[src/sv/asf_pkg.sv]
package asf_pkg;

  localparam int SQRT_IN_W = 50;
  localparam int SQRT_BITS = 25;
  localparam int DIV_NUM_W = 44;
  localparam int DIV_DEN_W = 25;
  localparam int QUO_BITS = 19;
  localparam int CORDIC_STEPS = 16;
  localparam int CORDIC_W = 28;
  localparam int CORDIC_LAT = CORDIC_STEPS + 1;
  localparam int CFG_IDX_W = 3;
  localparam int CFG_DATA_W = 23;

  localparam logic [18:0] MAX_SPEED_RST = 19'd25600;
  localparam logic [18:0] MAX_ACCEL_RST = 19'd25600;
  localparam logic [22:0] EASE_RADIUS_RST = 23'd25600;
  localparam logic [22:0] STOP_RADIUS_RST = 23'd1280;
  localparam logic [14:0] TURN_STEP_RST = 15'd910;
  localparam logic [14:0] SNAP_WINDOW_RST = 15'd1820;

  typedef enum logic [CFG_IDX_W-1:0] {
    CFG_MAX_SPEED   = 3'd0,
    CFG_MAX_ACCEL   = 3'd1,
    CFG_EASE_RADIUS = 3'd2,
    CFG_STOP_RADIUS = 3'd3,
    CFG_TURN_STEP   = 3'd4,
    CFG_SNAP_WINDOW = 3'd5
  } cfg_idx_t;

  localparam logic [31:0] ATAN_TAB [24] = '{
    32'h20000000, 32'h12E4051E, 32'h09FB385B, 32'h051111D4, 32'h028B0D43, 32'h0145D7E1,
    32'h00A2F61E, 32'h00517C55, 32'h0028BE53, 32'h00145F2F, 32'h000A2F98, 32'h000517CC,
    32'h00028BE6, 32'h000145F3, 32'h0000A2FA, 32'h0000517D, 32'h000028BE, 32'h0000145F,
    32'h00000A30, 32'h00000518, 32'h0000028C, 32'h00000146, 32'h000000A3, 32'h00000051
  };

  typedef struct packed {
    logic signed [23:0] pos_x;
    logic signed [23:0] pos_y;
    logic signed [19:0] vel_x;
    logic signed [19:0] vel_y;
    logic signed [23:0] target_x;
    logic signed [23:0] target_y;
    logic [15:0]        facing;
  } in_t;

  typedef struct packed {
    logic signed [19:0] acc_x;
    logic signed [19:0] acc_y;
    logic [15:0]        new_facing;
    logic               stopped;
  } out_t;

endpackage

[src/sv/asf_cordic.sv]
module asf_cordic (
  input  logic               clk,
  input  logic               rst,
  input  logic               in_valid,
  input  logic signed [24:0] x_in,
  input  logic signed [24:0] y_in,
  output logic               out_valid,
  output logic [15:0]        heading
);

  localparam int W = asf_pkg::CORDIC_W;
  localparam int NS = asf_pkg::CORDIC_STEPS;

  logic signed [W-1:0] x_q [NS+1];
  logic signed [W-1:0] y_q [NS+1];
  logic [31:0]         z_q [NS+1];
  logic                vld [NS+1];
  logic [31:0]         z_rnd;

  // fold the left half plane onto the right
  always_ff @(posedge clk) begin
    if (x_in < 0) begin
      x_q[0] <= -W'(x_in);
      y_q[0] <= -W'(y_in);
      z_q[0] <= 32'h80000000;
    end else begin
      x_q[0] <= W'(x_in);
      y_q[0] <= W'(y_in);
      z_q[0] <= 32'h0;
    end
  end

  always_ff @(posedge clk) begin
    if (rst) begin
      vld[0] <= 1'b0;
    end else begin
      vld[0] <= in_valid;
    end
  end

  for (genvar k = 1; k <= NS; k++) begin : g_it
    localparam int I = k - 1;
    always_ff @(posedge clk) begin
      if (y_q[k-1] >= 0) begin
        x_q[k] <= x_q[k-1] + (y_q[k-1] >>> I);
        y_q[k] <= y_q[k-1] - (x_q[k-1] >>> I);
        z_q[k] <= z_q[k-1] + asf_pkg::ATAN_TAB[I];
      end else begin
        x_q[k] <= x_q[k-1] - (y_q[k-1] >>> I);
        y_q[k] <= y_q[k-1] + (x_q[k-1] >>> I);
        z_q[k] <= z_q[k-1] - asf_pkg::ATAN_TAB[I];
      end
    end

    always_ff @(posedge clk) begin
      if (rst) begin
        vld[k] <= 1'b0;
      end else begin
        vld[k] <= vld[k-1];
      end
    end
  end

  // round to 16-bit units, then add a quarter turn
  assign z_rnd = z_q[NS] + 32'h00008000;
  assign heading = z_rnd[31:16] + 16'd16384;
  assign out_valid = vld[NS];

endmodule

[config.mk]
export PLATFORM = sky130hd
export DESIGN_NAME = asf_cordic
export DESIGN_NICKNAME = d
export VERILOG_FILES = /design/src/sv/asf_pkg.sv /design/src/sv/asf_cordic.sv
export SDC_FILE = /design/constraint.sdc
export NUM_CORES = 2
export LEC_CHECK = 0
export BUFFER_PORTS_ARGS = -buffer_cell sky130_fd_sc_hd__buf_2
export CAP_MARGIN = 10
export CELL_PAD_IN_SITES_DETAIL_PLACEMENT = 1
export CELL_PAD_IN_SITES_GLOBAL_PLACEMENT = 1
export CORE_MARGIN = 2
export CORE_UTILIZATION = 50
export DETAILED_ROUTE_END_ITERATION = 8
export PLACE_DENSITY = 0.91
export SYNTH_ARGS = -nofsm -noshare
export SYNTH_HDL_FRONTEND = slang
export SYNTH_SLANG_ARGS = --single-unit
[constraint.sdc]
create_clock -name clk -period 6.29 [get_ports clk]
set_clock_uncertainty 0.1 [all_clocks]
set_input_delay 0.629 -clock clk [delete_from_list [all_inputs] [get_ports clk]]
set_output_delay 0.629 -clock clk [all_outputs]
set_load 0.005 [all_outputs]
# Yosys cells after proc, flatten, opt, wreduce, memory -nomap -nowiden
# Memories as Yosys holds them, arrays and structs flattened.
# Cells that the tools add are included.
[totals]
inputBits = 53
n_memories = 4
regBits = 0
mem_bits_ro = 0
output_inout_bits = 17
latchBits = 0
ram_bits = 1513
wordCells = 310
[classes]
reduce_logical = 0
div_mod_pow = 0
bitwise = 68
magnitude_cmp = 17
shift = 0
mux = 122
add_sub_neg = 99
n_mul = 0
n_eq_ne = 0
[mem_list]
columns = ["memory", "words", "word_bits", "rd", "rd_ports_with_merged_regs", "write_ports", "line", "text"]
rows = [
  ["z_q", 17, 32, 17, 0, 17, "asf_cordic.sv:16", "logic [31:0] z_q [NS+1];"],
  ["x_q", 17, 28, 16, 0, 17, "asf_cordic.sv:14", "logic signed [W-1:0] x_q [NS+1];"],
  ["y_q", 17, 28, 16, 0, 17, "asf_cordic.sv:15", "logic signed [W-1:0] y_q [NS+1];"],
  ["vld", 17, 1, 17, 0, 17, "asf_cordic.sv:17", "logic vld [NS+1];"],
]
[ops]
columns = ["op", "n"]
rows = [
  ["$mux W28", 34],
  ["$mux W32", 17],
  ["$ge A28 B1 Y1 const B", 16],
  ["$mux W1", 71],
  ["$or A1 B1 Y1", 68],
  ["$add A32 B16 Y32 const B", 2],
  ["$add A28 B13 Y28", 2],
  ["$add A28 B14 Y28", 2],
  ["$add A28 B15 Y28", 2],
  ["$add A28 B16 Y28", 2],
  ["$add A28 B17 Y28", 2],
  ["$add A28 B18 Y28", 2],
  ["$add A28 B19 Y28", 2],
  ["$add A28 B20 Y28", 2],
  ["$add A28 B21 Y28", 2],
  ["$add A28 B22 Y28", 2],
  ["$add A28 B23 Y28", 2],
  ["$add A28 B24 Y28", 2],
  ["$add A28 B25 Y28", 2],
  ["$add A28 B26 Y28", 2],
  ["$add A28 B27 Y28", 2],
  ["$neg A25 Y28", 2],
  ["$sub A28 B13 Y28", 2],
  ["$sub A28 B14 Y28", 2],
  ["other kinds (48)", 62],
]

# Longest topological paths before layout
[logic_depth]
depth_word = 4
mapped_depth = 21
mapped_depth_nobuf = 20

# Worst setup path after synthesis
# No wires, ideal clock.
[synth_timing]
path_kind = "register to register"
start = "memory y_q[3][27] (netlist name)"
end = "memory y_q[4][17] (netlist name)"
setup_slack_ps = 1179
n_path_buf = 7
path_stages_with_launch = 20
setup_time_ps = 62
period_less_slack_ps = 5111
arrival_ps = 4949
t_required_ps = 6128
path_cell_list = "dfxtp_1 > clkbuf_1 > clkbuf_1 > buf_1 > buf_2 > buf_1 > buf_1 > clkbuf_1 > mux2i_1 > ha_1 > nor2b_1 > o21ai_0 > a21boi_0 > o31a_1 > a221oi_1 > o21bai_1 > a21o_1 > a21o_1 > or4_1 > nand3_1"
[synth_rtl]
columns = ["item", "line"]
rows = [
  ["start: declaration", "asf_cordic.sv:15"],
]

==> impl_metrics.tcl <==
set metrics [dict create \
    cts_buffer_depth 3 \
    ant_nets 0 \
    min_path_type "input pin to flop" \
    h-tree-depth 4 \
    clkTransAtPathRegs_ns 0.06 \
    worstSetupStartpointType "flop" \
    yosys_register_bits 1270 \
    synth_common_cells "dfxtp_1, ha_1, xnor2_1, a21oi_1, nor2_1" \
    start_util 0.5029 \
    required_ns 6.91 \
    postCtsSetupBuffers 0 \
    critPathBufInv 1 \
    synth_top_cells_by_area "dfxtp_1, ha_1, xnor2_1, a21oi_1, xor2_1" \
    tightest_slew_ns 1.133 \
    synth_most_common_cell "dfxtp_1" \
    critPathTopFamily "compound AO/OA/AOI/OAI gates" \
    yosysWarnings 0 \
    path_class "flop to flop" \
    grt_use_total 0.3041 \
    path_depth 19 \
    regArea_um2 25450 \
    grt-ovfl-total 0 \
    outcome "finished, violations left" \
    clock_sinks 1270 \
    io_pins 70 \
    viasPerCell 6.217 \
    synth_area_um2 94440 \
    synth_top_area_share 0.2692 \
    routedWlPerCell_um 21.65 \
    io_buffer_count 69 \
    die_w_um 438.6 \
    dp_hpwl_mm 228.1 \
    cts_tree "built" \
    fin_tns_setup_ns 0 \
    cp_slowest_stage_delay_ns 0.42 \
    cts_root_buf "clkbuf_16" \
    rsz0062_at_grt "no" \
    synthArstFlopShare 0 \
    ys_seq_area_frac 0.2692 \
    syn_inst 11280 \
    multi_input_area_um2 66300 \
    worstPathMaxFanout 5 \
    vias 86820 \
    synth_top_area_cell "dfxtp_1" \
    drv_slew 0 \
    yosys.cell_types.count 93 \
    crit_path_top_delay_cell "or3_1" \
    violations "DRC" \
    clkLatencyLatePin_ns 0.83 \
    die_area_um2 192400 \
    cap_violations 0 \
    cp-end-kind "flop" \
    die_h_um 438.6 \
    path_cells "inv_1, ha_1, nand2_1, or3_1, nand2b_1, or3_1, o31ai_1, xnor2_1, ha_1, and4_1, and3_1, a221o_1, a211oi_1, a211oi_1, o31ai_1, a21boi_0, o21a_1, nor2_1, xnor2_1" \
    num-nets-final 12560 \
    core-area_um2 187800 \
    timing.fmax_ghz 0.1947 \
    finalSetupViolCount 0 \
    synth_edf_count 0 \
    timing.final.crit_share 0.8164 \
    route.detailed.drc 6 \
    min_delay_path_depth 2 \
    layout-drive-gt1-share 0.04141 \
    r2r_cells 19 \
    area_growth_pct 8.868 \
    wl_mm 302.4 \
    hold_viol 0 \
    first_iter_violations 5398 \
    grt_antenna_before_repair 2 \
    cp_data_arrival_time_ns 5.76 \
    fp-row-count 159 \
    grt_max_degree 70 \
    fillers 22430 \
    numCtsBuffers 145 \
    first_pass_iters 8 \
    syn_area_per_cell_um2 8.370 \
    grt_pass1_vias 90930 \
    fin_crit_ns 5.135 \
    grt_pass1_wl_mm 484.7 \
    routabilityCongestion 0.9512 \
    slew_headroom 0.2348 \
    ys.flop_type "dfxtp_1" \
]
-- final timing paths --
| path | start | endpoint | slack (ns) |
|---|---|---|---|
| worst max register to register | y_q[9][10] | x_q[10][26] | 1.15 |
| worst max-delay path | y_q[9][10] | x_q[10][26] | 1.15 |
| worst min register to register | z_q[10][2] | z_q[11][2] | 0.22 |
| worst min-delay path | rst | vld[10] | 0.07 |
-- what timing repair did --
item | CTS | global route
endpoints found under the setup margin | 0 | 0
hold buffers | 49 | 0
hold endpoints to repair | 53 | 0
gates resized for setup | 0 | 0
-- state kept, by name (all words and copies together) (netlist names) --
| signal | count |
|---|---|
| z_q | 427 |
| y_q | 420 |
| x_q | 406 |
| vld | 17 |
-- layout by cell type (no fill, tap or decap), types with 132 or more instances in the layout --
cell type     n
dfxtp_1    1254
ha_1       1115
xnor2_1    1085
a21oi_1     929
nor2_1      837
nand2_1     696
o21ai_0     648
xor2_1      523
inv_1       487
a21o_1      417
nor3_1      266
nand3_1     263
o31ai_1     214
o21bai_1    169
nand2b_1    151
clkbuf_16   150
or3_1       144
nor2b_1     132
-- area by class of cell --
type | instances | area share
antenna | 1 | 0.00002434
clock buffer | 205 | 0.04163
clock inverter | 51 | 0.007022
inverter | 490 | 0.01789
multi-input combinational | 9301 | 0.6448
sequential | 1270 | 0.2475
tap | 2495 | 0.03036
timing repair buffer | 153 | 0.01069
-- per-stage QoR --
| stage | utilization | hold slack (ns) | cells | area, µm² | setup WS, ns |
|---|---|---|---|---|---|
| floorplan | - | 0.2096 | 11360 | 94740 | 1.179 |
| global placement | 0.5182 | 0.2118 | 13660 | 97310 | 1.327 |
| detailed placement | 0.5182 | 0.2161 | 13660 | 97310 | 1.253 |
| CTS | 0.5474 | 0.03921 | 13970 | 102800 | 1.225 |
| global route | 0.5474 | 0.08980 | 13970 | 102800 | 0.7848 |
| finish | 0.5474 | 0.07398 | 13970 | 102800 | 1.155 |
-- metal layers --
| layer | part of all wire | wire [µm] | global-route usage | up-vias |
|---|---|---|---|---|
| met5 | 0 | 0 | 0 | - |
| met4 | 0.042 | 12610 | 0.1278 | 0 |
| met3 | 0.045 | 13580 | 0.03839 | 717 |
| met2 | 0.49 | 147900 | 0.5347 | 2301 |
| met1 | 0.42 | 128300 | 0.3723 | 42920 |
| li1 | - | - | - | 40880 |
-- worst reg2reg max path: stages (launching register included) --
cell and delay (ns):
dfxtp_1 0.34, inv_1 0.10, ha_1 0.16, nand2_1 0.09
or3_1 0.36, nand2b_1 0.23, or3_1 0.42, o31ai_1 0.29
xnor2_1 0.16, ha_1 0.30, and4_1 0.27, and3_1 0.21
a221o_1 0.37, a211oi_1 0.34, a211oi_1 0.21, o31ai_1 0.39
a21boi_0 0.20, o21a_1 0.21, nor2_1 0.16, xnor2_1 0.15
-- cell families (layout without fill, tap and decap cells) --
logic type | after synthesis | in the layout | share of synthesized area
other cells | 1 | 82 | 0.00003971
xor+xnor | 1608 | 1608 | 0.1491
fa+ha+maj | 1162 | 1162 | 0.1562
buf+inv | 791 | 899 | 0.03193
mux | 58 | 58 | 0.006161
flops | 1270 | 1270 | 0.2692
compound gates | 3337 | 3337 | 0.2296
simple gates | 3055 | 3055 | 0.1577
Power is not shown: default switching activity piles up to over one toggle a cycle in this logic, so the estimate is an artifact.
