<file path="src/sv/asf_pkg.sv">
package asf_pkg;

  localparam int SQRT_IN_W = 50;
  localparam int SQRT_BITS = 25;
  localparam int DIV_NUM_W = 44;
  localparam int DIV_DEN_W = 25;
  localparam int QUO_BITS = 19;
  localparam int CORDIC_STEPS = 16;
  localparam int CORDIC_W = 28;
  localparam int CORDIC_LAT = CORDIC_STEPS + 1;
  localparam int CFG_IDX_W = 3;
  localparam int CFG_DATA_W = 23;

  localparam logic [18:0] MAX_SPEED_RST = 19'd25600;
  localparam logic [18:0] MAX_ACCEL_RST = 19'd25600;
  localparam logic [22:0] EASE_RADIUS_RST = 23'd25600;
  localparam logic [22:0] STOP_RADIUS_RST = 23'd1280;
  localparam logic [14:0] TURN_STEP_RST = 15'd910;
  localparam logic [14:0] SNAP_WINDOW_RST = 15'd1820;

  typedef enum logic [CFG_IDX_W-1:0] {
    CFG_MAX_SPEED   = 3'd0,
    CFG_MAX_ACCEL   = 3'd1,
    CFG_EASE_RADIUS = 3'd2,
    CFG_STOP_RADIUS = 3'd3,
    CFG_TURN_STEP   = 3'd4,
    CFG_SNAP_WINDOW = 3'd5
  } cfg_idx_t;

  localparam logic [31:0] ATAN_TAB [24] = '{
    32'h20000000, 32'h12E4051E, 32'h09FB385B, 32'h051111D4, 32'h028B0D43, 32'h0145D7E1,
    32'h00A2F61E, 32'h00517C55, 32'h0028BE53, 32'h00145F2F, 32'h000A2F98, 32'h000517CC,
    32'h00028BE6, 32'h000145F3, 32'h0000A2FA, 32'h0000517D, 32'h000028BE, 32'h0000145F,
    32'h00000A30, 32'h00000518, 32'h0000028C, 32'h00000146, 32'h000000A3, 32'h00000051
  };

  typedef struct packed {
    logic signed [23:0] pos_x;
    logic signed [23:0] pos_y;
    logic signed [19:0] vel_x;
    logic signed [19:0] vel_y;
    logic signed [23:0] target_x;
    logic signed [23:0] target_y;
    logic [15:0]        facing;
  } in_t;

  typedef struct packed {
    logic signed [19:0] acc_x;
    logic signed [19:0] acc_y;
    logic [15:0]        new_facing;
    logic               stopped;
  } out_t;

endpackage

</file>
<file path="src/sv/asf_isqrt.sv">
module asf_isqrt (
  input  logic                            clk,
  input  logic                            rst,
  input  logic                            in_valid,
  input  logic [asf_pkg::SQRT_IN_W-1:0]   n,
  output logic                            out_valid,
  output logic [asf_pkg::SQRT_BITS-1:0]   root
);

  localparam int RW = asf_pkg::SQRT_IN_W + 2;
  localparam int NB = asf_pkg::SQRT_BITS;

  logic [RW-1:0] rem_q [NB];
  logic [NB-1:0] root_q [NB];
  logic          vld [NB];

  // one root bit per stage, msb first
  for (genvar k = 0; k < NB; k++) begin : g_st
    localparam int B = NB - 1 - k;
    logic [RW-1:0] rem_in;
    logic [NB-1:0] r_in;
    logic          v_in;
    logic [RW-1:0] trial;

    if (k == 0) begin : g_first
      assign rem_in = RW'(n);
      assign r_in = '0;
      assign v_in = in_valid;
    end else begin : g_next
      assign rem_in = rem_q[k-1];
      assign r_in = root_q[k-1];
      assign v_in = vld[k-1];
    end

    assign trial = (RW'(r_in) << (B + 1)) + (RW'(1) << (2 * B));

    always_ff @(posedge clk) begin
      if (rem_in >= trial) begin
        rem_q[k] <= rem_in - trial;
        root_q[k] <= r_in | (NB'(1) << B);
      end else begin
        rem_q[k] <= rem_in;
        root_q[k] <= r_in;
      end
    end

    always_ff @(posedge clk) begin
      if (rst) begin
        vld[k] <= 1'b0;
      end else begin
        vld[k] <= v_in;
      end
    end
  end

  assign out_valid = vld[NB-1];
  assign root = root_q[NB-1];

endmodule

</file>
<file path="config.mk">
export PLATFORM = sky130hd
export DESIGN_NAME = asf_isqrt
export DESIGN_NICKNAME = d
export VERILOG_FILES = /design/src/sv/asf_pkg.sv /design/src/sv/asf_isqrt.sv
export SDC_FILE = /design/constraint.sdc
export NUM_CORES = 2
export LEC_CHECK = 0
export BUFFER_PORTS_ARGS = -buffer_cell sky130_fd_sc_hd__buf_2
export CORE_MARGIN = 1
export CORE_UTILIZATION = 35
export DETAILED_ROUTE_END_ITERATION = 10
export PLACE_DENSITY = 0.53
export SYNTH_ARGS = -nofsm -noshare
export SYNTH_HDL_FRONTEND = slang
export SYNTH_SLANG_ARGS = --single-unit
</file>
<file path="constraint.sdc">
create_clock -name clk -period 6.2 [get_ports clk]
set_input_delay 1.55 -clock clk [delete_from_list [all_inputs] [get_ports clk]]
set_output_delay 1.55 -clock clk [all_outputs]
set_load 0.02 [all_outputs]
</file>
After elaboration in Yosys (flattened, before gate mapping)
Memory sizes are Yosys's and may differ from the RTL's.
Index checks and enable logic that the tools add are counted.
Word-level totals
  bits of input ports: 53
  output and inout port bits: 26
  flip-flop bits (word level): 0
  RAM bits: 1950
  logic and storage cells: 305
  memories kept: 3
Cells by class
  multiplexer cells: 153
  order comparisons: 25
  add/sub/neg operators: 49
  bitwise gates (word level): 75
Memories
  rem_q: depth 25, width 52, rd ports 24, clocked after memory_dff 0, write ports 25, RTL line asf_isqrt.sv:13  | logic [RW-1:0] rem_q [NB];
  root_q: depth 25, width 25, rd ports 25, clocked after memory_dff 0, write ports 25, RTL line asf_isqrt.sv:14  | logic [NB-1:0] root_q [NB];
  vld: depth 25, width 1, rd ports 25, clocked after memory_dff 0, write ports 25, RTL line asf_isqrt.sv:15  | logic vld [NB];
Operator list (number)
  two-way mux 52 bit: 25
  two-way mux 25 bit: 25
  two-way mux 1 bit: 103
  OR 1 bit: 75
  greater-or-equal comparator 52 x 27 -> 1 bit: 1
  greater-or-equal comparator 52 x 28 -> 1 bit: 1
  greater-or-equal comparator 52 x 29 -> 1 bit: 1
  greater-or-equal comparator 52 x 30 -> 1 bit: 1
  greater-or-equal comparator 52 x 31 -> 1 bit: 1
  greater-or-equal comparator 52 x 32 -> 1 bit: 1
  greater-or-equal comparator 52 x 33 -> 1 bit: 1
  greater-or-equal comparator 52 x 34 -> 1 bit: 1
  greater-or-equal comparator 52 x 35 -> 1 bit: 1
  greater-or-equal comparator 52 x 36 -> 1 bit: 1
  greater-or-equal comparator 52 x 37 -> 1 bit: 1
  greater-or-equal comparator 52 x 38 -> 1 bit: 1
  greater-or-equal comparator 52 x 39 -> 1 bit: 1
  greater-or-equal comparator 52 x 40 -> 1 bit: 1
  greater-or-equal comparator 52 x 41 -> 1 bit: 1
  greater-or-equal comparator 52 x 42 -> 1 bit: 1
  greater-or-equal comparator 52 x 43 -> 1 bit: 1
  greater-or-equal comparator 52 x 44 -> 1 bit: 1
  greater-or-equal comparator 52 x 45 -> 1 bit: 1
  greater-or-equal comparator 52 x 46 -> 1 bit: 1
  54 further kinds: 54

Logic depth before layout (Yosys ltp)
An unclocked memory read counts as a cell.
  depth after elaboration: 6
  mapped depth: 14

Worst setup path after synthesis
No wires, ideal clock.
  kind: register to register
  from: mem rem_q[2][196] in the netlist's numbering
  to: mem rem_q[2][250] in the netlist's numbering
  data arrival time: 3.010 ns
  data required time: 6.066 ns
  buffers on the path: 1
  cell stages (with the launch flop): 11
  clock period less this slack: 3.144 ns
  library setup time: 0.134 ns
  setup slack: 3.056 ns
  cells stage by stage: dfxtp_1 or3_1 or4_1 or4_1 or4_1 or3_1 nor2_4 or4_1 buf_6 nor4_1 xor2_1
RTL lines (RTL line)
  start: declaration: asf_isqrt.sv:13

==> flow_metrics.py <==
metrics = {
    "worst_setup_path": {
        "crit_top_cell": "or4_1",
        "r2r_slack_ns": 1.90,
        "crit_arrival_ns": 4.95,
        "required_ns": 6.85,
        "r2r_start": "rem_q[2][196]",
        "cp.buffers_inverters": 0,
        "cp_max_fo": 46,
        "crit_chain": "or3_1 -> or4_1 -> or4_1 -> or4_1 -> or3_1 -> nor2_4 -> or4_1 -> nor4b_1 -> xor2_1",
        "critPathKind": "flop to flop",
        "crit_slowest_cell": "nor2_4",
        "critPathCaptureType": "flop",
        "startpoint_type": "flop",
        "reg2reg_depth": 9,
        "critPathMaxStageDelay_ns": 0.75,
        "worstReg2RegEnd": "rem_q[2][242]",
        "cp_top_family": "simple AND/OR/NAND/NOR gates",
    },
    "placed_design": {
        "portBuffers": 78,
        "hpwl_microns": 103900,
        "gp_congestion": 0.8981,
        "dp_cells": 8107,
    },
    "yosys": {
        "synth_fa_ha_area_share_pct": 7.298,
        "yosysWarnings": 0,
        "async_flop_share_pct": 0,
        "synth_mux_area_share_pct": 0.5611,
        "yosys.area.top_type": "dfxtp_1",
        "netlist.area_leader.share_pct": 53.90,
        "synth-xor-area-share_pct": 8.195,
        "synth_flop_cell": "dfxtp_1",
        "synth_compound_area_share_pct": 11.02,
        "synth_top_family_by_area": "simple AND/OR/NAND/NOR gates",
        "synth_fp_nets": 6312,
        "yosys-top-cells-area": "dfxtp_1 (54%), ha_1 (7.3%), xnor2_1 (4.1%)",
        "synth-simple-area-share_pct": 15.43,
        "netlist_area_sq_um": 59320,
        "ys_ff_latch": 1597,
        "syn_inst": 5913,
        "netlist-cell-type-count": 86,
        "synth_edf_count": 0,
        "yosysSeqAreaShare_pct": 53.90,
        "synth_area_per_cell_sq_um": 10.03,
    },
    "global_route": {
        "grt_start_max_net_pins": 52,
        "track_usage_pct": 15.55,
        "grt_pass1_vias": 40996,
        "grt_overflow": 0,
        "antenna_found_initial": 0,
        "grt_pass1_wl_microns": 213200,
    },
    "layout": {
        "final_cells": 8403,
        "layout_common_cells": "dfxtp_1 (1,597), nand2_1 (467), inv_1 (445)",
        "final_common_cell": "dfxtp_1",
        "final_net_count": 6466,
        "area.growth.synth_to_final_pct": 14.38,
        "antenna_cells": 0,
        "layout-drive-gt1-share_pct": 6.888,
    },
    "floorplan": {
        "dieWidth_microns": 413.7,
        "fp.dieArea_sq_um": 171100,
        "start_util_pct": 35.35,
        "rows": 150,
        "core_area_sq_um": 167800,
        "die_height_microns": 413.7,
        "io_pins": 79,
    },
    "clock_network": {
        "clock_sinks": 1597,
        "cts_hold_buffers": 0,
        "cts_root_buffer": "clkbuf_16",
        "cts.path.max_buffers": 3,
        "worstSkewPairLatency_ns": 0.79,
        "clkTransAtPathRegs_ns": 0.06,
        "htree_num_levels": 4,
        "cts_buffers": 162,
        "cts_tree": "done",
        "postCtsSetupBuffers": 0,
        "cts_resized": 0,
    },
    "power": {
        "p_sw_share_pct": 29.64,
        "power.switching_uw": 8724,
        "seq_power_share_pct": 48.0,
        "p_comb_share_pct": 18.0,
        "p_clk_share_pct": 34.0,
        "power_uw": 29440,
        "p_leak_uw": 0.03038,
        "p_int_uw": 20710,
        "max-vdd-ir-drop_mv": 0.3031,
        "power.density_nw_per_um2": 433.9,
    },
    "timing": {
        "final_max_slew_viol_count": 0,
        "slew_headroom_pct": 22.86,
        "fin_crit_sh_pct": 69.36,
        "rsz0062_at_grt": "false",
        "final-hold-violation-count": 0,
        "fin_skew_ns": 0.03685,
        "fin_tns_setup_ns": 0,
        "layout_min_cycle_time_ns": 4.301,
        "setup_viol": 0,
        "fmax_mhz": 232.5,
        "worst_slew_pin_slew_ns": 1.148,
    },
    "hold_path": {
        "min_path_type": "flop to flop",
        "whs_path_depth": 0,
        "hold-path-endpoint": "root_q[21][6]",
        "min-delay-start": "root_q[20][6]",
    },
    "run": {
        "cap_viol_max_count": 0,
    },
    "routing": {
        "num_vias": 40174,
        "ant_nets": 0,
        "drt_iter0_markers": 1842,
        "drt_first_pass_iters": 7,
        "routed_wl_microns": 133200,
        "wl_per_cell_microns": 15.85,
        "viasPerCell": 4.781,
        "drc_errors": 0,
    },
    "run_status": {
        "run_status": "finished, final reports clean",
    },
}
==> area by class of cell <==
class                           instances  area, sq um
Multi-Input combinational cell       3761        25270
Clock inverter                         68        975.9
Sequential cell                      1597        31970
Fill cell                           16443        99940
Timing Repair Buffer                   99        548.0
Inverter                              446         1674
Clock buffer                          228         4653
Tap cell                             2204         2758
==> per-stage QoR <==
| step | worst slack [ns] | instance area, sq um | hold slack, ns | util (%) |
|---|---|---|---|---|
| finish | 1.900 | 67850 | 0.3261 | 40.44 |
| CTS | 1.883 | 67850 | 0.3224 | 40.44 |
| global placement | 1.944 | 62220 | 0.3323 | 37.08 |
| floorplan | 3.056 | 59320 | 0.3224 | - |
| global route | 1.661 | 67850 | 0.3292 | 40.44 |
| detailed placement | 1.887 | 62220 | 0.3329 | 37.08 |
==> routing by layer <==
metal	vias to the layer above	track usage [%]	part of all wire, %
li1	20765	-	-
met1	18490	16.67	41
met2	625	29.62	52
met3	294	2.449	3.0
met4	0	6.947	3.9
met5	-	0	0
==> power groups by stage <==
stage / sequential (uW) / combinational (uW) / clock [uW]
2_1_floorplan: 13700 / 4260 / 0
5_1_grt: 14400 / 6000 / 10700
3_5_place_dp: 14400 / 5320 / 0
6_report: 14100 / 5300 / 10000
4_1_cts: 14100 / 5350 / 10300
3_3_place_gp: 14400 / 5280 / 0
==> sequential cells by signal (all words and copies together) (netlist names) <==
| name | count |
|---|---|
| rem_q | 1247 |
| vld | 25 |
| root_q | 325 |
==> worst register-to-register path, delay by kind of cell (launching register included) <==
family | cells | cell delay [ns]
flops | 1 | 0.32
simple gates | 8 | 3.66
xor+xnor | 1 | 0.19
==> synthesized netlist by cell type (all sizes together) (21+ instances only) <==
cell / count
dfxtp: 1597
nand2: 467
inv: 446
ha: 346
o21ai: 337
nor2: 331
xnor2: 281
xor2: 274
a21oi: 260
nor4: 212
nor3: 163
a21o: 125
nand4: 87
clkbuf: 84
nand3: 80
nand2b: 76
nor2b: 72
o21a: 64
or3: 63
or4: 47
o31ai: 42
a31oi: 34
nor4b: 30
a211oi: 29
buf: 25
a21boi: 24
nand3b: 24
and2: 23
nor3b: 21
==> worst max path at each step <==
stage / cells after the start / to / startpoint / slack, ns
after CTS: 9 / rem_q[2][242] / rem_q[2][196] / 1.88
after global routing: 10 / rem_q[2][367] / rem_q[2][348] / 1.66
final: 9 / rem_q[2][242] / rem_q[2][196] / 1.90
after global placement: 9 / rem_q[2][242] / rem_q[2][196] / 1.94
after floorplan: 10 / rem_q[2][250] / rem_q[2][196] / 3.06
after detailed placement: 9 / rem_q[2][242] / rem_q[2][196] / 1.89
==> cells by family after synthesis <==
| family | after synthesis |
|---|---|
| DFF | 1597 |
| and+or+nand+nor | 1776 |
| other | 1 |
| adders and majority gates | 346 |
| AOI/OAI and AO/OA | 1052 |
| xor gates and xnor gates | 555 |
| buffers and inverters | 555 |
| muxes | 31 |
Note: power is estimated with default switching activity, not from simulation.
