===== src/sv/asf_pkg.sv =====
package asf_pkg;

  localparam int SQRT_IN_W = 50;
  localparam int SQRT_BITS = 25;
  localparam int DIV_NUM_W = 44;
  localparam int DIV_DEN_W = 25;
  localparam int QUO_BITS = 19;
  localparam int CORDIC_STEPS = 16;
  localparam int CORDIC_W = 28;
  localparam int CORDIC_LAT = CORDIC_STEPS + 1;
  localparam int CFG_IDX_W = 3;
  localparam int CFG_DATA_W = 23;

  localparam logic [18:0] MAX_SPEED_RST = 19'd25600;
  localparam logic [18:0] MAX_ACCEL_RST = 19'd25600;
  localparam logic [22:0] EASE_RADIUS_RST = 23'd25600;
  localparam logic [22:0] STOP_RADIUS_RST = 23'd1280;
  localparam logic [14:0] TURN_STEP_RST = 15'd910;
  localparam logic [14:0] SNAP_WINDOW_RST = 15'd1820;

  typedef enum logic [CFG_IDX_W-1:0] {
    CFG_MAX_SPEED   = 3'd0,
    CFG_MAX_ACCEL   = 3'd1,
    CFG_EASE_RADIUS = 3'd2,
    CFG_STOP_RADIUS = 3'd3,
    CFG_TURN_STEP   = 3'd4,
    CFG_SNAP_WINDOW = 3'd5
  } cfg_idx_t;

  localparam logic [31:0] ATAN_TAB [24] = '{
    32'h20000000, 32'h12E4051E, 32'h09FB385B, 32'h051111D4, 32'h028B0D43, 32'h0145D7E1,
    32'h00A2F61E, 32'h00517C55, 32'h0028BE53, 32'h00145F2F, 32'h000A2F98, 32'h000517CC,
    32'h00028BE6, 32'h000145F3, 32'h0000A2FA, 32'h0000517D, 32'h000028BE, 32'h0000145F,
    32'h00000A30, 32'h00000518, 32'h0000028C, 32'h00000146, 32'h000000A3, 32'h00000051
  };

  typedef struct packed {
    logic signed [23:0] pos_x;
    logic signed [23:0] pos_y;
    logic signed [19:0] vel_x;
    logic signed [19:0] vel_y;
    logic signed [23:0] target_x;
    logic signed [23:0] target_y;
    logic [15:0]        facing;
  } in_t;

  typedef struct packed {
    logic signed [19:0] acc_x;
    logic signed [19:0] acc_y;
    logic [15:0]        new_facing;
    logic               stopped;
  } out_t;

endpackage


===== src/sv/asf_div.sv =====
module asf_div (
  input  logic                            clk,
  input  logic                            rst,
  input  logic                            in_valid,
  input  logic [asf_pkg::DIV_NUM_W-1:0]   num,
  input  logic [asf_pkg::DIV_DEN_W-1:0]   den,
  output logic                            out_valid,
  output logic [asf_pkg::QUO_BITS-1:0]    quo
);

  localparam int NW = asf_pkg::DIV_NUM_W;
  localparam int DW = asf_pkg::DIV_DEN_W;
  localparam int QB = asf_pkg::QUO_BITS;
  localparam int CW = NW + 1;

  logic [NW-1:0] rem_q [QB];
  logic [DW-1:0] den_q [QB];
  logic [QB-1:0] quo_q [QB];
  logic          vld [QB];

  // restoring division, one quotient bit per stage
  for (genvar k = 0; k < QB; k++) begin : g_st
    localparam int B = QB - 1 - k;
    logic [NW-1:0] rem_in;
    logic [DW-1:0] den_in;
    logic [QB-1:0] q_in;
    logic          v_in;
    logic [CW-1:0] dsh;

    if (k == 0) begin : g_first
      assign rem_in = num;
      assign den_in = den;
      assign q_in = '0;
      assign v_in = in_valid;
    end else begin : g_next
      assign rem_in = rem_q[k-1];
      assign den_in = den_q[k-1];
      assign q_in = quo_q[k-1];
      assign v_in = vld[k-1];
    end

    assign dsh = CW'(den_in) << B;

    always_ff @(posedge clk) begin
      den_q[k] <= den_in;
      if (CW'(rem_in) >= dsh) begin
        rem_q[k] <= NW'(CW'(rem_in) - dsh);
        quo_q[k] <= q_in | (QB'(1) << B);
      end else begin
        rem_q[k] <= rem_in;
        quo_q[k] <= q_in;
      end
    end

    always_ff @(posedge clk) begin
      if (rst) begin
        vld[k] <= 1'b0;
      end else begin
        vld[k] <= v_in;
      end
    end
  end

  assign out_valid = vld[QB-1];
  assign quo = quo_q[QB-1];

endmodule


===== config.mk =====
export PLATFORM = sky130hd
export DESIGN_NAME = asf_div
export DESIGN_NICKNAME = d
export VERILOG_FILES = /design/src/sv/asf_pkg.sv /design/src/sv/asf_div.sv
export SDC_FILE = /design/constraint.sdc
export NUM_CORES = 2
export LEC_CHECK = 0
export BUFFER_PORTS_ARGS = -buffer_cell sky130_fd_sc_hd__buf_2
export CORE_MARGIN = 2
export CORE_UTILIZATION = 57
export DETAILED_ROUTE_END_ITERATION = 12
export PLACE_DENSITY = 0.73
export SETUP_SLACK_MARGIN = 0.4
export SLEW_MARGIN = 40
export SYNTH_ARGS = -nofsm -noshare
export SYNTH_HDL_FRONTEND = slang
export SYNTH_SLANG_ARGS = --single-unit

===== constraint.sdc =====
create_clock -name clk -period 9.7 [get_ports clk]
set_input_delay 0.97 -clock clk [delete_from_list [all_inputs] [get_ports clk]]
set_output_delay 0.97 -clock clk [all_outputs]
set_load 0.02 [all_outputs]

# Word-level counts from Yosys, hierarchy flattened
# Memories as Yosys holds them, arrays and structs flattened.
# Cells that the tools add are included.
# word_totals
mem_count	4
rom_bits	0
wordCells	216
latch_bits	0
inputBits	72
reg_bits	0
mem_bits_rw	1691
# classes
addsub	19
n_lt_le_gt_ge	19
div	0
n_reduce_logical	0
shifts	0
n_mul	0
eq_ne	0
muxes	117
n_bitwise	57
# memory_table
memory	words	width	rd	rd_ports_with_merged_regs	write_ports	line_no	text
rem_q	19	44	18	0	19	asf_div.sv:16	logic [NW-1:0] rem_q [QB];
den_q	19	25	18	0	19	asf_div.sv:17	logic [DW-1:0] den_q [QB];
quo_q	19	19	19	0	19	asf_div.sv:18	logic [QB-1:0] quo_q [QB];
vld	19	1	19	0	19	asf_div.sv:19	logic vld [QB];
# ops
op	count
$mux W44	19
$mux W19	19
$mux W1	79
$or A1 B1 Y1	57
$ge A44 B25 Y1	1
$ge A44 B26 Y1	1
$ge A44 B27 Y1	1
$ge A44 B28 Y1	1
$ge A44 B29 Y1	1
$ge A44 B30 Y1	1
$ge A44 B31 Y1	1
$ge A44 B32 Y1	1
$ge A44 B33 Y1	1
$ge A44 B34 Y1	1
$ge A44 B35 Y1	1
$ge A44 B36 Y1	1
$ge A44 B37 Y1	1
$ge A44 B38 Y1	1
$ge A44 B39 Y1	1
$ge A44 B40 Y1	1
$ge A44 B41 Y1	1
$ge A44 B42 Y1	1
$ge A44 B43 Y1	1
$sub A44 B25 Y44	1
other kinds (18)	18

# Depth between registers and ports, before layout
# An unclocked memory read counts as a cell.
# logic_depth
ltp_word	5
depth_mapped	16
mapped_depth_nobuf	15

# Worst setup path before layout
# Ideal clock, no wire load.
# synth_path
path_type	in2reg
from	input num[18] (netlist name)
to	memory rem_q[0][27] (netlist name)
path_stages	14
arrival_ns	3.320
setup_ns	0.128
slack_ns	6.251
path_buffers	2
cell_sequence	inv_1 > ha_1 > fa_1 > nor2b_1 > o21ai_0 > a21boi_0 > o31ai_1 > nand2b_1 > a21bo_2 > a21oi_1 > o211ai_1 > clkbuf_1 > clkbuf_1 > o22ai_1
# synth_lines
element	line_no	text
start: declaration	asf_div.sv:5	input logic [asf_pkg::DIV_NUM_W-1:0] num,
end: declaration	asf_div.sv:16	

==> impl_metrics.env <==
export IMPL_outcome="finished clean"
export IMPL_core_rowCount=121
export IMPL_detail_route_iter0_violations=2577
export IMPL_crit_fanout=36
export IMPL_clock_latency_ps=770
export IMPL_hold_violations=0
export IMPL_synth_compound_area_share_pct=16.5
export IMPL_cts_resized=0
export IMPL_htree_levels=4
export IMPL_yosys_cell_types_count=88
export IMPL_yosys_area_share_simple_pct=13.5
export IMPL_timing_worst_setup_path_type="flip-flop to flip-flop"
export IMPL_io_buffers=91
export IMPL_drive_gt1_share_pct=7.18
export IMPL_antenna_left=0
export IMPL_synth_mux_area_share_pct=1.49
export IMPL_clk_path_buf_depth=3
export IMPL_worst_path_max_delay_cell="o41ai_1"
export IMPL_setup_viol_count_final=0
export IMPL_fillerInstances=8920
export IMPL_finalCriticalPeriod_ps=4400
export IMPL_arrival_ps=5010
export IMPL_antenna_found_initial=2
export IMPL_grt_overflow=0
export IMPL_grt_pass1_vias=46500
export IMPL_setup_tns_ps=0
export IMPL_clk_pin_slew_worst_paths_ps=60
export IMPL_multi_input_area_um2=30900
export IMPL_worstMarginPinSlew_ps=926
export IMPL_async_flop_share_pct=0
export IMPL_cts_buffers=147
export IMPL_utilization_pct=64.1
export IMPL_synth_area_leader_cell="dfxtp_1"
export IMPL_dr_pass1_iters=6
export IMPL_max_vdd_ir_drop_v=0.000210
export IMPL_max_freq_mhz=227
export IMPL_vias=46600
export IMPL_endpoint_kind="flip-flop"
export IMPL_worst_path_buf_inv=4
export IMPL_yosys_area_top_type_share_pct=46.3
export IMPL_fin_crit_sh_pct=45.3
export IMPL_path_cells="inv_1, ha_1, inv_1, fa_1, a21oi_1, o21ai_0, a311oi_1, o41ai_1, a211o_1, nand2_1, and2_2, clkinv_1, buf_4, nand2_1, or3b_2, xnor2_1"
export IMPL_syn2layout_area_growth_pct=11.4
export IMPL_die_h_um=336
export IMPL_synth_xor_area_share_pct=7.54
export IMPL_cts_hold_buf=0
export IMPL_synth_top_family_by_area="compound AO/OA/AOI/OAI gates"
export IMPL_slew_violations=0
export IMPL_routed_via_density=5.56
export IMPL_synth_edf_count=0
export IMPL_p_leak_uw=0.0317
export IMPL_grt_first_pass_wirelength_um=233000
export IMPL_required_ps=10310
export IMPL_post_cts_buffers=0
export IMPL_die_area_um2=113000
export IMPL_initial_core_util_pct=57.6
export IMPL_hold_path_class="primary input to flip-flop"
export IMPL_rsz0062_at_grt="no"
export IMPL_fp_dieW_um=336
export IMPL_grt_usage_pct=25.5
export IMPL_ios=92
export IMPL_synth_nets=7314
export IMPL_regArea_um2=29000
export IMPL_yosys_warnings=0
export IMPL_synthTopCellsByArea="dfxtp_1 46%, ha_1 9.5%, a21oi_1 5.2%, xnor2_1 4.3%, inv_1 3.7%"
export IMPL_synth_fa_ha_area_share_pct=10.0
export IMPL_numClockSinks=1451
export IMPL_maxCapViolCount=0
export IMPL_final_nets=7423
export IMPL_slew_headroom_pct=37.7
export IMPL_drcViolationCount=0
export IMPL_place_congestion=0.953
export IMPL_skew_ps=46.9
export IMPL_wl_per_cell_um=17.2
export IMPL_cts_root_buf="clkbuf_16"
export IMPL_cts_tree="done"
export IMPL_synth_ff_type="dfxtp_1"
export IMPL_p_per_area_nw_per_um2=356
export IMPL_syn_inst=6749
export IMPL_grt_max_degree=54
export IMPL_dp_hpwl_um=111000
export IMPL_core_um2=109000
export IMPL_path_delay_family="compound AO/OA/AOI/OAI gates"
export IMPL_setup_worst_path_start_class="flip-flop"
export IMPL_syn_avg_cell_area_um2=9.30
export IMPL_ys_ff_latch=1451
export IMPL_ys_seq_area_share_pct=46.3
export IMPL_slowest_delay_ps=630
export IMPL_totalWireLength_um=144000
export IMPL_syn_area_um2=62800
## area by class of cell
class                           count  area share [%]
Antenna cell                        1         0.00358
Clock buffer                      212            6.17
Clock inverter                     53            1.31
Inverter                          619            3.32
Multi-Input combinational cell   4526            44.2
Sequential cell                  1451            41.5
Tap cell                         1414            2.53
Timing Repair Buffer              113           0.888
## Yosys cell counts, types with 11 or more instances
master     number
mux2_2         82
nor3_1        102
and2_1         32
a2111oi_0      13
nor2b_1        78
a31oi_1        34
nand3_1        99
or4_1          26
inv_1         617
o31ai_1        29
or3_1          37
ha_1          475
fa_1           18
nor4b_1        28
o2111ai_1      11
xnor2_1       311
a21boi_0       18
a211oi_1       43
buf_1          12
a21o_1        269
and4_1         12
or2_2          19
nor4_1         82
nand4_1        91
o21bai_1       46
nand3b_1       16
nand2_1       450
dfxtp_1      1451
and3_1         38
a221oi_1       14
o211ai_1       22
xor2_1        229
o21a_1         55
nand4b_1       11
nand2b_1       82
o21ai_0       343
a21oi_1       646
nor2_1        501
clkbuf_1      130
## routing by layer
layer | vias to the layer above | wire (um) | GRT usage [%] | share of wire [%]
met5 | - | 0 | 0 | 0
met4 | 0 | 5220 | 10.1 | 3.6
met3 | 292 | 4820 | 3.19 | 3.3
met2 | 906 | 72800 | 46.9 | 50
met1 | 21900 | 61600 | 29.9 | 43
li1 | 23600 | - | - | -
## through the flow
step / worst slack, ps / area (um^2) / instances / hold slack (ps) / total power, uW
final: 5300 / 69900 / 8389 / 316 / 24900
after global routing: 4980 / 69900 / 8388 / 288 / 26600
after CTS: 5340 / 69900 / 8388 / 279 / 24900
after detailed placement: 5240 / 64700 / 8123 / 312 / 18900
after global placement: 5180 / 64600 / 8123 / 310 / 18700
after floorplan: 6250 / 62800 / 6749 / 310 / 16400
## cells in the final DEF, fill, tap and decap left out, types with 26 or more instances in the layout
master / instances
o31ai_1: 28
clkbuf_16: 149
nand2_1: 450
nor4_1: 75
or4_1: 26
o21ai_0: 343
a31oi_1: 34
clkbuf_8: 35
nand3_1: 99
nor4b_1: 28
and2_1: 31
nand4_1: 91
or3_1: 37
inv_1: 617
and3_1: 38
a21o_1: 269
clkbuf_1: 28
nor3_1: 101
a21oi_1: 645
o21bai_1: 46
nor2_1: 501
xor2_1: 229
buf_2: 91
nand2b_1: 82
nor2b_1: 78
xnor2_1: 311
o21a_1: 55
dfxtp_1: 1451
ha_1: 475
mux2_2: 82
a211oi_1: 43
## final timing paths
kind / startpoint / to / slack [ps] / cells past startpoint
max: rem_q[7][10]$_DFF_P_ / rem_q[8][38]$_DFF_P_ / 5300 / 16
min: num[16] / rem_q[0][16]$_DFF_P_ / 320 / 1
max reg2reg: rem_q[7][10]$_DFF_P_ / rem_q[8][38]$_DFF_P_ / 5300 / 16
min reg2reg: quo_q[5][18]$_DFF_P_ / quo_q[6][18]$_DFF_P_ / 320 / 0
## sequential cells by signal (all words and copies together), names as in the netlist
signal / cells
rem_q: 792
den_q: 450
quo_q: 190
vld: 19
## kinds of logic (layout without fill, tap and decap cells)
kind of cell               count (synthesis)  after routing
AOI/OAI and AO/OA                       1676           1676
muxes                                     83             83
and+or+nand+nor                         1734           1734
adders and majority gates                493            493
other                                      0              1
DFF                                     1451           1451
xor gates and xnor gates                 540            540
buffers and inverters                    772            997
## where the power goes
part / internal [uW] / leakage [uW] / total [uW] / switching (uW)
clock: 3540 / 0.00254 / 5930 / 2390
sequential: 7640 / 0.0122 / 8760 / 1120
combinational: 4540 / 0.0170 / 10200 / 5640
total: 15700 / 0.0317 / 24900 / 9160
## worst register-to-register path: cells and delay by family, from the launching register on
kind                     cells  cell delay (ps)
XOR/XNOR                     1              140
buffers and inverters        4              600
flip-flops                   1              330
AND/OR/NAND/NOR              4             1110
adder cells (fa/ha/maj)      2              410
AO/OA/AOI/OAI                5             1660
Power figures use the tool's default switching activity.
